[config.mk]
export PLATFORM = sky130hd
export DESIGN_NAME = dual_motor_incremental_pi_speed
export DESIGN_NICKNAME = d
export VERILOG_FILES = /design/src/dmpi_pkg.sv /design/src/dual_motor_incremental_pi_speed.sv
export VERILOG_INCLUDE_DIRS = /design/src /design/src/src
export SDC_FILE = /design/constraint.sdc
export NUM_CORES = 2
export LEC_CHECK = 0
export BUFFER_PORTS_ARGS = -buffer_cell sky130_fd_sc_hd__buf_2
export CORE_ASPECT_RATIO = 1.4
export CORE_MARGIN = 3
export CORE_UTILIZATION = 55
export DETAILED_ROUTE_END_ITERATION = 16
export PLACE_DENSITY = 0.83
export SYNTH_ARGS = -nofsm -noshare
export SYNTH_HDL_FRONTEND = slang
export SYNTH_SLANG_ARGS = --single-unit
[constraint.sdc]
create_clock -name clk -period 13.7 [get_ports clk]
set_input_delay 2.055 -clock clk [delete_from_list [all_inputs] [get_ports clk]]
set_output_delay 2.055 -clock clk [all_outputs]
set_load 0.01 [all_outputs]
[src/assert_macros.svh]
// Assertion macros for the motor speed regulator RTL.
// Uses the enclosing module's clk and arst_n; empty when SYNTHESIS is defined.
`ifndef ASSERT_MACROS_SVH
`define ASSERT_MACROS_SVH
`ifndef SYNTHESIS
`define ASSERT_IMP(label, ante, cons) \
	label: assert property (@(posedge clk) disable iff (!arst_n) (ante) |-> (cons)) \
		else $error("assertion failed: same-cycle implication");
`define ASSERT_NXT(label, ante, cons) \
	label: assert property (@(posedge clk) disable iff (!arst_n) (ante) |=> (cons)) \
		else $error("assertion failed: next-cycle implication");
`else
`define ASSERT_IMP(label, ante, cons)
`define ASSERT_NXT(label, ante, cons)
`endif
`endif

[src/dmpi_pkg.sv]
// Types and constants for the dual-motor incremental PI speed regulator.
// No dependencies; imported by the top level.
`default_nettype none

package dmpi_pkg;

	// field widths
	localparam int ENC_W   = 16;
	localparam int TGT_W   = 24;
	localparam int GAIN_W  = 16;
	localparam int DUTY_W  = 14;
	localparam int PER_W   = 10;
	localparam int PPR_W   = 16;
	localparam int PPS_W   = 26;
	localparam int RPM_W   = 32;
	localparam int TOT_W   = 32;

	// internal datapath widths
	localparam int CNT_W   = 18;             // signed count, up to +/-65535
	localparam int SPD_W   = 27;             // full signed pulses per second
	localparam int ERR_W   = 28;
	localparam int DIFF_W  = 29;
	localparam int MA_W    = 30;             // signed multiplier operand
	localparam int PROD_W  = MA_W + GAIN_W + 1;
	localparam int ACC_W   = PROD_W + 1;
	localparam int STEP_W  = ACC_W - 8;
	localparam int DRV_W   = 15;
	localparam int DSUM_W  = STEP_W + 1;
	localparam int DIV_W   = 32;
	localparam int REM_W   = PPR_W + 1;
	localparam int DCNT_W  = 5;

	// port widths
	localparam int CFG_IDX_W  = 3;
	localparam int CFG_DATA_W = 16;
	localparam int IN_DATA_W  = TGT_W + ENC_W;
	localparam int IN_USER_W  = 2;
	localparam int OUT_USED_W = DUTY_W + 2 + PPS_W + RPM_W + 2 * TOT_W;
	localparam int OUT_DATA_W = ((OUT_USED_W + 7) / 8) * 8;
	localparam int OUT_PAD_W  = OUT_DATA_W - OUT_USED_W;

	// scale constants
	localparam logic [GAIN_W-1:0] PPS_SCALE = 16'd1000;   // ms to s
	localparam logic [GAIN_W-1:0] RPM_SCALE = 16'd60;     // s to min

	// register reset values
	localparam logic [GAIN_W-1:0] KP_RST   = 16'd256;
	localparam logic [GAIN_W-1:0] KI_RST   = 16'd256;
	localparam logic [DUTY_W-1:0] DUTY_RST = 14'd8399;
	localparam logic [PER_W-1:0]  PER_RST  = 10'd10;
	localparam logic [PPR_W-1:0]  PPR_RST  = 16'd1000;

	typedef enum logic [CFG_IDX_W-1:0] {
		REG_KP,
		REG_KI,
		REG_MAX_DUTY,
		REG_PERIOD,
		REG_PPR
	} cfg_reg_t;

	typedef enum logic [3:0] {
		S_IDLE,
		S_MPPS,   // count * 1000
		S_LPPS,   // load divider, period
		S_DPPS,   // divide by period
		S_FIXP,   // sign pps
		S_MRPM,   // pps * 60, error and error change
		S_LRPM,   // load divider, pulses per rev
		S_DRPM,   // divide by pulses per rev
		S_MKP,    // kp * error change
		S_MKI,    // ki * error
		S_STEP,   // sum and scale by 1/256
		S_UPD     // clamp, update state, load output
	} state_t;

endpackage

`default_nettype wire

[src/dual_motor_incremental_pi_speed.sv]
// A tick beat is accepted in S_IDLE and runs through the sequencer states to S_UPD, which
// loads the output register; one tick in flight at a time, so the next beat is taken only
// after S_UPD returns to S_IDLE. The two 32-step restoring divisions on the shared divider
// take up most of a tick's run. Set beats are likewise taken only in S_IDLE.
// Input is not ready while a tick is in work; a finished result waits in the output
// register and the next beat is accepted meanwhile.
// arst_n (async, active low) clears registers to defaults and per-motor state to zero.
`default_nettype none

`include "assert_macros.svh"

module dual_motor_incremental_pi_speed #(
	parameter int COUNTER_BITS = 16
) (
	input  logic                             clk,
	input  logic                             arst_n,
	input  logic                             s_axis_tvalid,
	output logic                             s_axis_tready,
	// target_speed[23:0], encoder_count[39:24]
	input  logic [dmpi_pkg::IN_DATA_W-1:0]   s_axis_tdata,
	// action[0], motor[1]
	input  logic [dmpi_pkg::IN_USER_W-1:0]   s_axis_tuser,
	output logic                             m_axis_tvalid,
	input  logic                             m_axis_tready,
	// duty[13:0], pin_a[14], pin_b[15], speed_pps[41:16], speed_rpm[73:42],
	// abs_total[105:74], net_total[137:106], zero[143:138]
	output logic [dmpi_pkg::OUT_DATA_W-1:0]  m_axis_tdata,
	// motor_out[0]
	output logic [0:0]                       m_axis_tuser,
	input  logic                             cfg_valid,
	output logic                             cfg_ready,
	input  logic [dmpi_pkg::CFG_IDX_W-1:0]   cfg_index,
	input  logic [dmpi_pkg::CFG_DATA_W-1:0]  cfg_data
);
	import dmpi_pkg::*;

	localparam int EB = (COUNTER_BITS < ENC_W) ? COUNTER_BITS : ENC_W;

	state_t state_q, state_d;
	logic [DCNT_W-1:0] dcnt_q;

	logic [GAIN_W-1:0] kp_q, ki_q;
	logic [DUTY_W-1:0] maxd_q;
	logic [PER_W-1:0]  per_q;
	logic [PPR_W-1:0]  ppr_q;

	logic signed [TGT_W-1:0] tgt_q   [2];
	logic signed [DRV_W-1:0] drive_q [2];
	logic signed [ERR_W-1:0] prev_q  [2];
	logic [TOT_W-1:0]        abs_q   [2];
	logic [TOT_W-1:0]        net_q   [2];

	logic                     motor_q;
	logic signed [CNT_W-1:0]  cnt_q;
	logic signed [PROD_W-1:0] prod_q, acc_q;
	logic [DIV_W-1:0]         quo_q;
	logic [REM_W-1:0]         rem_q;
	logic [PPR_W-1:0]         div_q;
	logic                     neg_q;
	logic signed [SPD_W-1:0]  pps_q;
	logic signed [ERR_W-1:0]  err_q;
	logic signed [DIFF_W-1:0] diff_q;
	logic [RPM_W-1:0]         rpm_q;
	logic signed [STEP_W-1:0] step_q;

	logic              ov_q, omotor_q, pa_q, pb_q;
	logic [DUTY_W-1:0] duty_q;
	logic [PPS_W-1:0]  opps_q;
	logic [RPM_W-1:0]  orpm_q;
	logic [TOT_W-1:0]  oabs_q, onet_q;

	// input decode
	logic                    in_acc, tick_acc, in_action, in_motor, enc_sign;
	logic [EB-1:0]           enc_bits;
	logic signed [CNT_W-1:0] cnt_raw, cnt_in;

	assign in_acc    = s_axis_tvalid && s_axis_tready;
	assign in_action = s_axis_tuser[0];
	assign in_motor  = s_axis_tuser[1];
	assign tick_acc  = in_acc && in_action;
	assign enc_bits  = s_axis_tdata[TGT_W +: EB];
	assign enc_sign  = (COUNTER_BITS <= ENC_W) ? enc_bits[EB-1] : 1'b0;
	assign cnt_raw   = $signed({{(CNT_W - EB){enc_sign}}, enc_bits});
	assign cnt_in    = in_motor ? -cnt_raw : cnt_raw;

	// shared multiplier
	logic signed [MA_W-1:0]   mul_a;
	logic [GAIN_W-1:0]        mul_b;
	logic signed [PROD_W-1:0] mul_p;

	always_comb begin
		case (state_q)
			S_MPPS: begin
				mul_a = MA_W'(cnt_q);
				mul_b = PPS_SCALE;
			end
			S_MRPM: begin
				mul_a = MA_W'(pps_q);
				mul_b = RPM_SCALE;
			end
			S_MKP: begin
				mul_a = MA_W'(diff_q);
				mul_b = kp_q;
			end
			S_MKI: begin
				mul_a = MA_W'(err_q);
				mul_b = ki_q;
			end
			default: begin
				mul_a = '0;
				mul_b = '0;
			end
		endcase
	end

	assign mul_p = mul_a * $signed({1'b0, mul_b});

	// shared restoring divider, one quotient bit per cycle on magnitudes
	logic [REM_W-1:0]         rem_sh, rem_n, div_ext;
	logic                     div_ge;
	logic signed [PROD_W-1:0] prod_abs;
	logic [DIV_W-1:0]         quo_sgn;

	assign div_ext  = {1'b0, div_q};
	assign rem_sh   = {rem_q[REM_W-2:0], quo_q[DIV_W-1]};
	assign div_ge   = rem_sh >= div_ext;
	assign rem_n    = div_ge ? rem_sh - div_ext : rem_sh;
	assign prod_abs = prod_q[PROD_W-1] ? -prod_q : prod_q;
	assign quo_sgn  = neg_q ? -quo_q : quo_q;

	// error and PI step
	logic signed [SPD_W-1:0]  pps_n;
	logic signed [ERR_W-1:0]  err_d;
	logic signed [DIFF_W-1:0] diff_d;
	logic signed [ACC_W-1:0]  pi_sum, pi_adj;

	assign pps_n  = $signed(quo_sgn[SPD_W-1:0]);
	assign err_d  = ERR_W'(tgt_q[motor_q]) - ERR_W'(pps_q);
	assign diff_d = DIFF_W'(err_d) - DIFF_W'(prev_q[motor_q]);
	assign pi_sum = ACC_W'(acc_q) + ACC_W'(prod_q);
	// bias negative sums so the shift truncates toward zero
	assign pi_adj = pi_sum + (pi_sum[ACC_W-1] ? ACC_W'(255) : ACC_W'(0));

	// clamp and outputs
	logic signed [DSUM_W-1:0] dsum, lim, dclamp;
	logic signed [DRV_W-1:0]  drv_new;
	logic [DRV_W-1:0]         drv_abs;
	logic [DUTY_W-1:0]        duty_new;
	logic                     rev, pa_new, pb_new, out_free, out_acc;
	logic signed [CNT_W-1:0]  cnt_abs;
	logic [TOT_W-1:0]         abs_new, net_new;

	assign dsum   = DSUM_W'(drive_q[motor_q]) + DSUM_W'(step_q);
	assign lim    = $signed({{(DSUM_W - DUTY_W){1'b0}}, maxd_q});

	always_comb begin
		if (dsum > lim) begin
			dclamp = lim;
		end else if (dsum < -lim) begin
			dclamp = -lim;
		end else begin
			dclamp = dsum;
		end
	end

	assign drv_new  = DRV_W'(dclamp);
	assign drv_abs  = drv_new[DRV_W-1] ? $unsigned(-drv_new) : $unsigned(drv_new);
	assign duty_new = drv_abs[DUTY_W-1:0];
	assign rev      = drv_new[DRV_W-1];
	// right motor: A reverse, B forward; left motor swapped
	assign pa_new   = (duty_new != '0) && (rev ^ motor_q);
	assign pb_new   = (duty_new != '0) && !(rev ^ motor_q);
	assign cnt_abs  = cnt_q[CNT_W-1] ? -cnt_q : cnt_q;
	assign abs_new  = abs_q[motor_q] + TOT_W'($unsigned(cnt_abs));
	assign net_new  = net_q[motor_q] + $unsigned(TOT_W'(cnt_q));
	assign out_free = !ov_q || m_axis_tready;
	assign out_acc  = ov_q && m_axis_tready;

	// sequencer
	always_comb begin
		state_d       = state_q;
		s_axis_tready = 1'b0;
		case (state_q)
			S_IDLE: begin
				s_axis_tready = 1'b1;
				if (tick_acc) begin
					state_d = S_MPPS;
				end
			end
			S_MPPS: state_d = S_LPPS;
			S_LPPS: state_d = S_DPPS;
			S_DPPS: begin
				if (dcnt_q == '1) begin
					state_d = S_FIXP;
				end
			end
			S_FIXP: state_d = S_MRPM;
			S_MRPM: state_d = S_LRPM;
			S_LRPM: state_d = S_DRPM;
			S_DRPM: begin
				if (dcnt_q == '1) begin
					state_d = S_MKP;
				end
			end
			S_MKP:  state_d = S_MKI;
			S_MKI:  state_d = S_STEP;
			S_STEP: state_d = S_UPD;
			S_UPD: begin
				if (out_free) begin
					state_d = S_IDLE;
				end
			end
			default: state_d = S_IDLE;
		endcase
	end

	always_ff @(posedge clk or negedge arst_n) begin
		if (!arst_n) begin
			state_q <= S_IDLE;
		end else begin
			state_q <= state_d;
		end
	end

	assign cfg_ready = 1'b1;

	// control, configuration and per-motor state
	always_ff @(posedge clk or negedge arst_n) begin
		if (!arst_n) begin
			dcnt_q <= '0;
			ov_q   <= 1'b0;
			rem_q  <= '0;
			div_q  <= PPR_W'(1);
			kp_q   <= KP_RST;
			ki_q   <= KI_RST;
			maxd_q <= DUTY_RST;
			per_q  <= PER_RST;
			ppr_q  <= PPR_RST;
			for (int i = 0; i < 2; i++) begin
				tgt_q[i]   <= '0;
				drive_q[i] <= '0;
				prev_q[i]  <= '0;
				abs_q[i]   <= '0;
				net_q[i]   <= '0;
			end
		end else begin
			if (cfg_valid && cfg_ready) begin
				case (cfg_reg_t'(cfg_index))
					REG_KP:       kp_q   <= cfg_data;
					REG_KI:       ki_q   <= cfg_data;
					REG_MAX_DUTY: maxd_q <= cfg_data[DUTY_W-1:0];
					REG_PERIOD:   per_q  <= cfg_data[PER_W-1:0];
					REG_PPR:      ppr_q  <= cfg_data[PPR_W-1:0];
					default: ;
				endcase
			end
			if (in_acc && !in_action) begin
				tgt_q[in_motor] <= $signed(s_axis_tdata[TGT_W-1:0]);
			end
			case (state_q)
				S_LPPS: begin
					dcnt_q <= '0;
					rem_q  <= '0;
					div_q  <= (per_q == '0) ? PPR_W'(1) : PPR_W'(per_q);
				end
				S_LRPM: begin
					dcnt_q <= '0;
					rem_q  <= '0;
					div_q  <= (ppr_q == '0) ? PPR_W'(1) : ppr_q;
				end
				S_DPPS, S_DRPM: begin
					dcnt_q <= dcnt_q + DCNT_W'(1);
					rem_q  <= rem_n;
				end
				default: ;
			endcase
			if (state_q == S_UPD && out_free) begin
				drive_q[motor_q] <= drv_new;
				prev_q[motor_q]  <= err_q;
				abs_q[motor_q]   <= abs_new;
				net_q[motor_q]   <= net_new;
				ov_q             <= 1'b1;
			end else if (out_acc) begin
				ov_q <= 1'b0;
			end
		end
	end

	// datapath payload
	always_ff @(posedge clk) begin
		if (tick_acc) begin
			motor_q <= in_motor;
			cnt_q   <= cnt_in;
		end
		case (state_q)
			S_MPPS: prod_q <= mul_p;
			S_LPPS, S_LRPM: begin
				quo_q <= prod_abs[DIV_W-1:0];
				neg_q <= prod_q[PROD_W-1];
			end
			S_DPPS, S_DRPM: quo_q <= {quo_q[DIV_W-2:0], div_ge};
			S_FIXP: pps_q <= pps_n;
			S_MRPM: begin
				err_q  <= err_d;
				diff_q <= diff_d;
				prod_q <= mul_p;
			end
			S_MKP: begin
				rpm_q  <= quo_sgn;
				prod_q <= mul_p;
			end
			// kp product moves to the accumulator, ki product takes its place
			S_MKI: begin
				acc_q  <= prod_q;
				prod_q <= mul_p;
			end
			S_STEP: step_q <= pi_adj[ACC_W-1:8];
			default: ;
		endcase
		if (state_q == S_UPD && out_free) begin
			omotor_q <= motor_q;
			duty_q   <= duty_new;
			pa_q     <= pa_new;
			pb_q     <= pb_new;
			opps_q   <= pps_q[PPS_W-1:0];
			orpm_q   <= rpm_q;
			oabs_q   <= abs_new;
			onet_q   <= net_new;
		end
	end

	assign m_axis_tvalid = ov_q;
	assign m_axis_tuser  = omotor_q;
	assign m_axis_tdata  = {{OUT_PAD_W{1'b0}}, onet_q, oabs_q, orpm_q, opps_q,
		pb_q, pa_q, duty_q};

	`ASSERT_IMP(a_pins_excl, m_axis_tvalid, !(pa_q && pb_q))
	`ASSERT_IMP(a_duty_pins, m_axis_tvalid, (duty_q == '0) == (!pa_q && !pb_q))
	`ASSERT_NXT(a_upd_out, state_q == S_UPD && out_free, m_axis_tvalid && s_axis_tready)
	`ASSERT_IMP(a_rem_lt_div, state_q == S_DPPS || state_q == S_DRPM, rem_q < div_ext)

endmodule

`default_nettype wire

==> metrics.txt <==
CP startpoint kind flop; worst path arrival time 11,470 ps; cells on worst reg2reg path 31; Buffers on Ports 206; Multi-input gate area 36,400 sq um; P&R area growth vs syn 8.407%; Max rail drop VDD 120.2 uV; Pwr Density 141.8 nW/um^2; setup TNS 0 ps; clk buf depth 3; Die Span X 291.5 um; post-CTS sizing 0; CTS tree built; Num CTS Buffers 78; HPWL after DPL 127.3 mm; I/O pins 214; DRT antenna net count 0; # rows 146; setup bufs post-CTS 0; f_max 90.33 MHz; initial core utilization 55.42%; FF/Latch Area 22,670 sq um; Worst Setup End Kind flop; top_reg_cell synth edfxtp_1; CORE AREA 113,300 sq um; EDFF count, synth 441; PnR worst setup slack 2629 ps; Setup violations, final 0; slew margin rel. 14.42%; Tmin final 11,070 ps; Static Leakage 30.92 nW; worst min path class reg -> reg; overall power 9.648 mW; critical-path cell with the highest stage delay a221o_1; dpl ws 2995 ps; library cells used by synthesis 107; Yosys top cell area share 21.10%; Avg WL per Cell 21.08 um; Tcrit/Tclk final 80.81%; Root Buffer clkbuf_16; GRT Util Overall 28.61%; synth warn 0; share of post-route cells with drive strength above 1 10.64%; RR Startpoint state_q[2]$_DFFE_PN0P_; Mapped Cells 6,392; Max-Cap Viols 0; TritonRoute pass-1 iters 6; Syn Std Cell Area 62,760 sq um; initial antenna violation count 9; Clock Latency Late Sink 700 ps; CTS H-Tree Depth 3; status finished clean; Worst Setup SP state_q[2]$_DFFE_PN0P_; start point of the worst hold path rpm_q[21]$_DFFE_PN_; r2r setup slk 2630 ps; end point of the critical path prod_q[43]$_DFFE_PP_; worst hold slack 434.2 ps; DR DRC count 0; Crit Path Class reg -> reg; Clock transition at path regs 70 ps; Layout Cell Area excl Fill 68,040 sq um; Hold Path Cell Cnt 0; top post-synthesis cells by area edfxtp_1 (21%), fa_1 (15%), dfrtp_1 (14%); max-slew violation count 0; initial DRC count 4,037; WL final 169.8 mm; RD Place Congestion 0.9918; unrepaired setup endpoints after global routing no; Die ar. 118,300 sq um; Clock Skews 55.67 ps; filler instances 8,989; Syn Area/Cell 9.819 sq um; Reg-to-Reg End prod_q[43]$_DFFE_PP_; Max Fanout on Critical Path 71; cts-stage hold buffer count 0; grt ovf 0; dpl cell area 65,280 sq um; CP most frequent cell fa_1; Critical Path RT 14,100 ps; part of the Yosys area used for sequential elements 36.13%; vias in the first global route 49.47k; Chip Height 405.7 um; Worst-Margin Slew 1270 ps; Final Hold Vio Count 0; Net count, final 7,416; Via density 6.006; pin count of the biggest net entering global routing 180; Yosys top cell by area edfxtp_1; #FFs+latches synth 817; Async SR Flop Fraction 46.02%; slowest cell delay on critical path 1030 ps; CTS sink count 817; routed via count 48.38k; first-pass GRT wire length 266.6 mm
==> power breakdown <==
group	total [mW]	switching (mW)	internal, mW	leakage, nW
Sequential	3.40	0.282	3.11	8.70
Clock	2.31	1.03	1.28	1.32
Combinational	3.94	2.49	1.45	20.9
==> metal layers <==
metal / vias up / part of all wire, % / global-route usage [%]
li1: 21790 / - / -
met1: 23900 / 36 / 33.18
met2: 2027 / 50 / 49.25
met3: 662 / 6.5 / 4.037
met4: 2 / 7.5 / 19.58
met5: - / 0.0065 / 0
==> kinds of logic after synthesis <==
family | count (synthesis) | share of synthesized area [%]
buffers and inverters | 1004 | 6.134
xor gates and xnor gates | 374 | 5.219
adders and majority gates | 848 | 22.38
and+or+nand+nor | 2002 | 14.08
AOI/OAI and AO/OA | 1072 | 11.29
muxes | 273 | 4.755
other | 2 | 0.01197
DFF | 817 | 36.13
==> synthesized netlist by cell type, types with 46 or more instances <==
cell      instances
fa_1            458
inv_1           770
a21o_1           85
nand2_1        1147
a31oi_1          48
xnor2_1         233
ha_1            390
nand3_1          82
xor2_1          141
nor3_1           74
o21ai_0         291
a21oi_1         222
a22oi_1          53
mux2i_1          72
dfrtp_1         358
nor2_1          312
edfxtp_1        441
o21a_1           48
nand4_1          46
mux2_2          201
or3_1            55
clkbuf_1        193
==> worst max-delay path: cells and delay by family, from the launching register on <==
family	cells	cell delay, ps
compound gates	12	3520
fa+ha+maj	7	3150
buf+inv	5	1140
flops	1	640
simple gates	7	2300
==> cell usage in the layout (no fill, tap or decap), types with 37 or more instances in the layout <==
cell type,instances
dfrtp_1,358
fa_1,458
xnor2_1,233
and3_1,37
buf_2,205
nor3_1,68
and2_1,43
inv_1,770
a22oi_1,51
a21o_1,85
nand2b_1,44
a21oi_1,220
edfxtp_1,441
a211oi_1,37
nand3_1,82
mux2i_1,72
nand4_1,46
a31oi_1,48
or3_1,55
mux2_2,201
o21ai_0,291
nand2_1,1146
ha_1,390
buf_4,50
o21a_1,48
xor2_1,141
nor2_1,309
nor2b_1,44
clkbuf_16,81
==> flip-flops by register name, summed over array words and instances (netlist names), 18 cells and up <==
signal / cells
oabs_q: 32
rpm_q: 32
abs_q: 64
tgt_q: 48
step_q: 40
quo_q: 32
net_q: 64
pps_q: 27
cnt_q: 18
drive_q: 30
opps_q: 26
prod_q: 47
orpm_q: 32
prev_q: 56
acc_q: 47
diff_q: 29
onet_q: 32
err_q: 28
==> worst min path at each step <==
stage,endpoint,slack (ps)
2_1_floorplan,orpm_q[0]$_DFFE_PP_,400
3_3_place_gp,orpm_q[21]$_DFFE_PP_,410
3_5_place_dp,orpm_q[13]$_DFFE_PP_,400
4_1_cts,orpm_q[21]$_DFFE_PP_,430
5_1_grt,orpm_q[22]$_DFFE_PP_,460
6_report,orpm_q[21]$_DFFE_PP_,430
==> stage by stage <==
stage	utilization, %	instances
after floorplan	-	6397
after global placement	57.64	7902
after detailed placement	57.64	7902
after CTS	60.05	8047
after global routing	60.05	8047
final	60.07	8056
==> final cells by class <==
| class | count | share of cell area (%) |
|---|---|---|
| timing repair buffer | 258 | 2.141 |
| clock inverter | 51 | 0.9397 |
| inverter | 771 | 4.253 |
| multi-input combinational | 4576 | 53.50 |
| antenna | 9 | 0.03310 |
| clock buffer | 94 | 3.086 |
| tap | 1480 | 2.722 |
| sequential | 817 | 33.33 |
No activity file was read; power rests on OpenSTA's default activity.
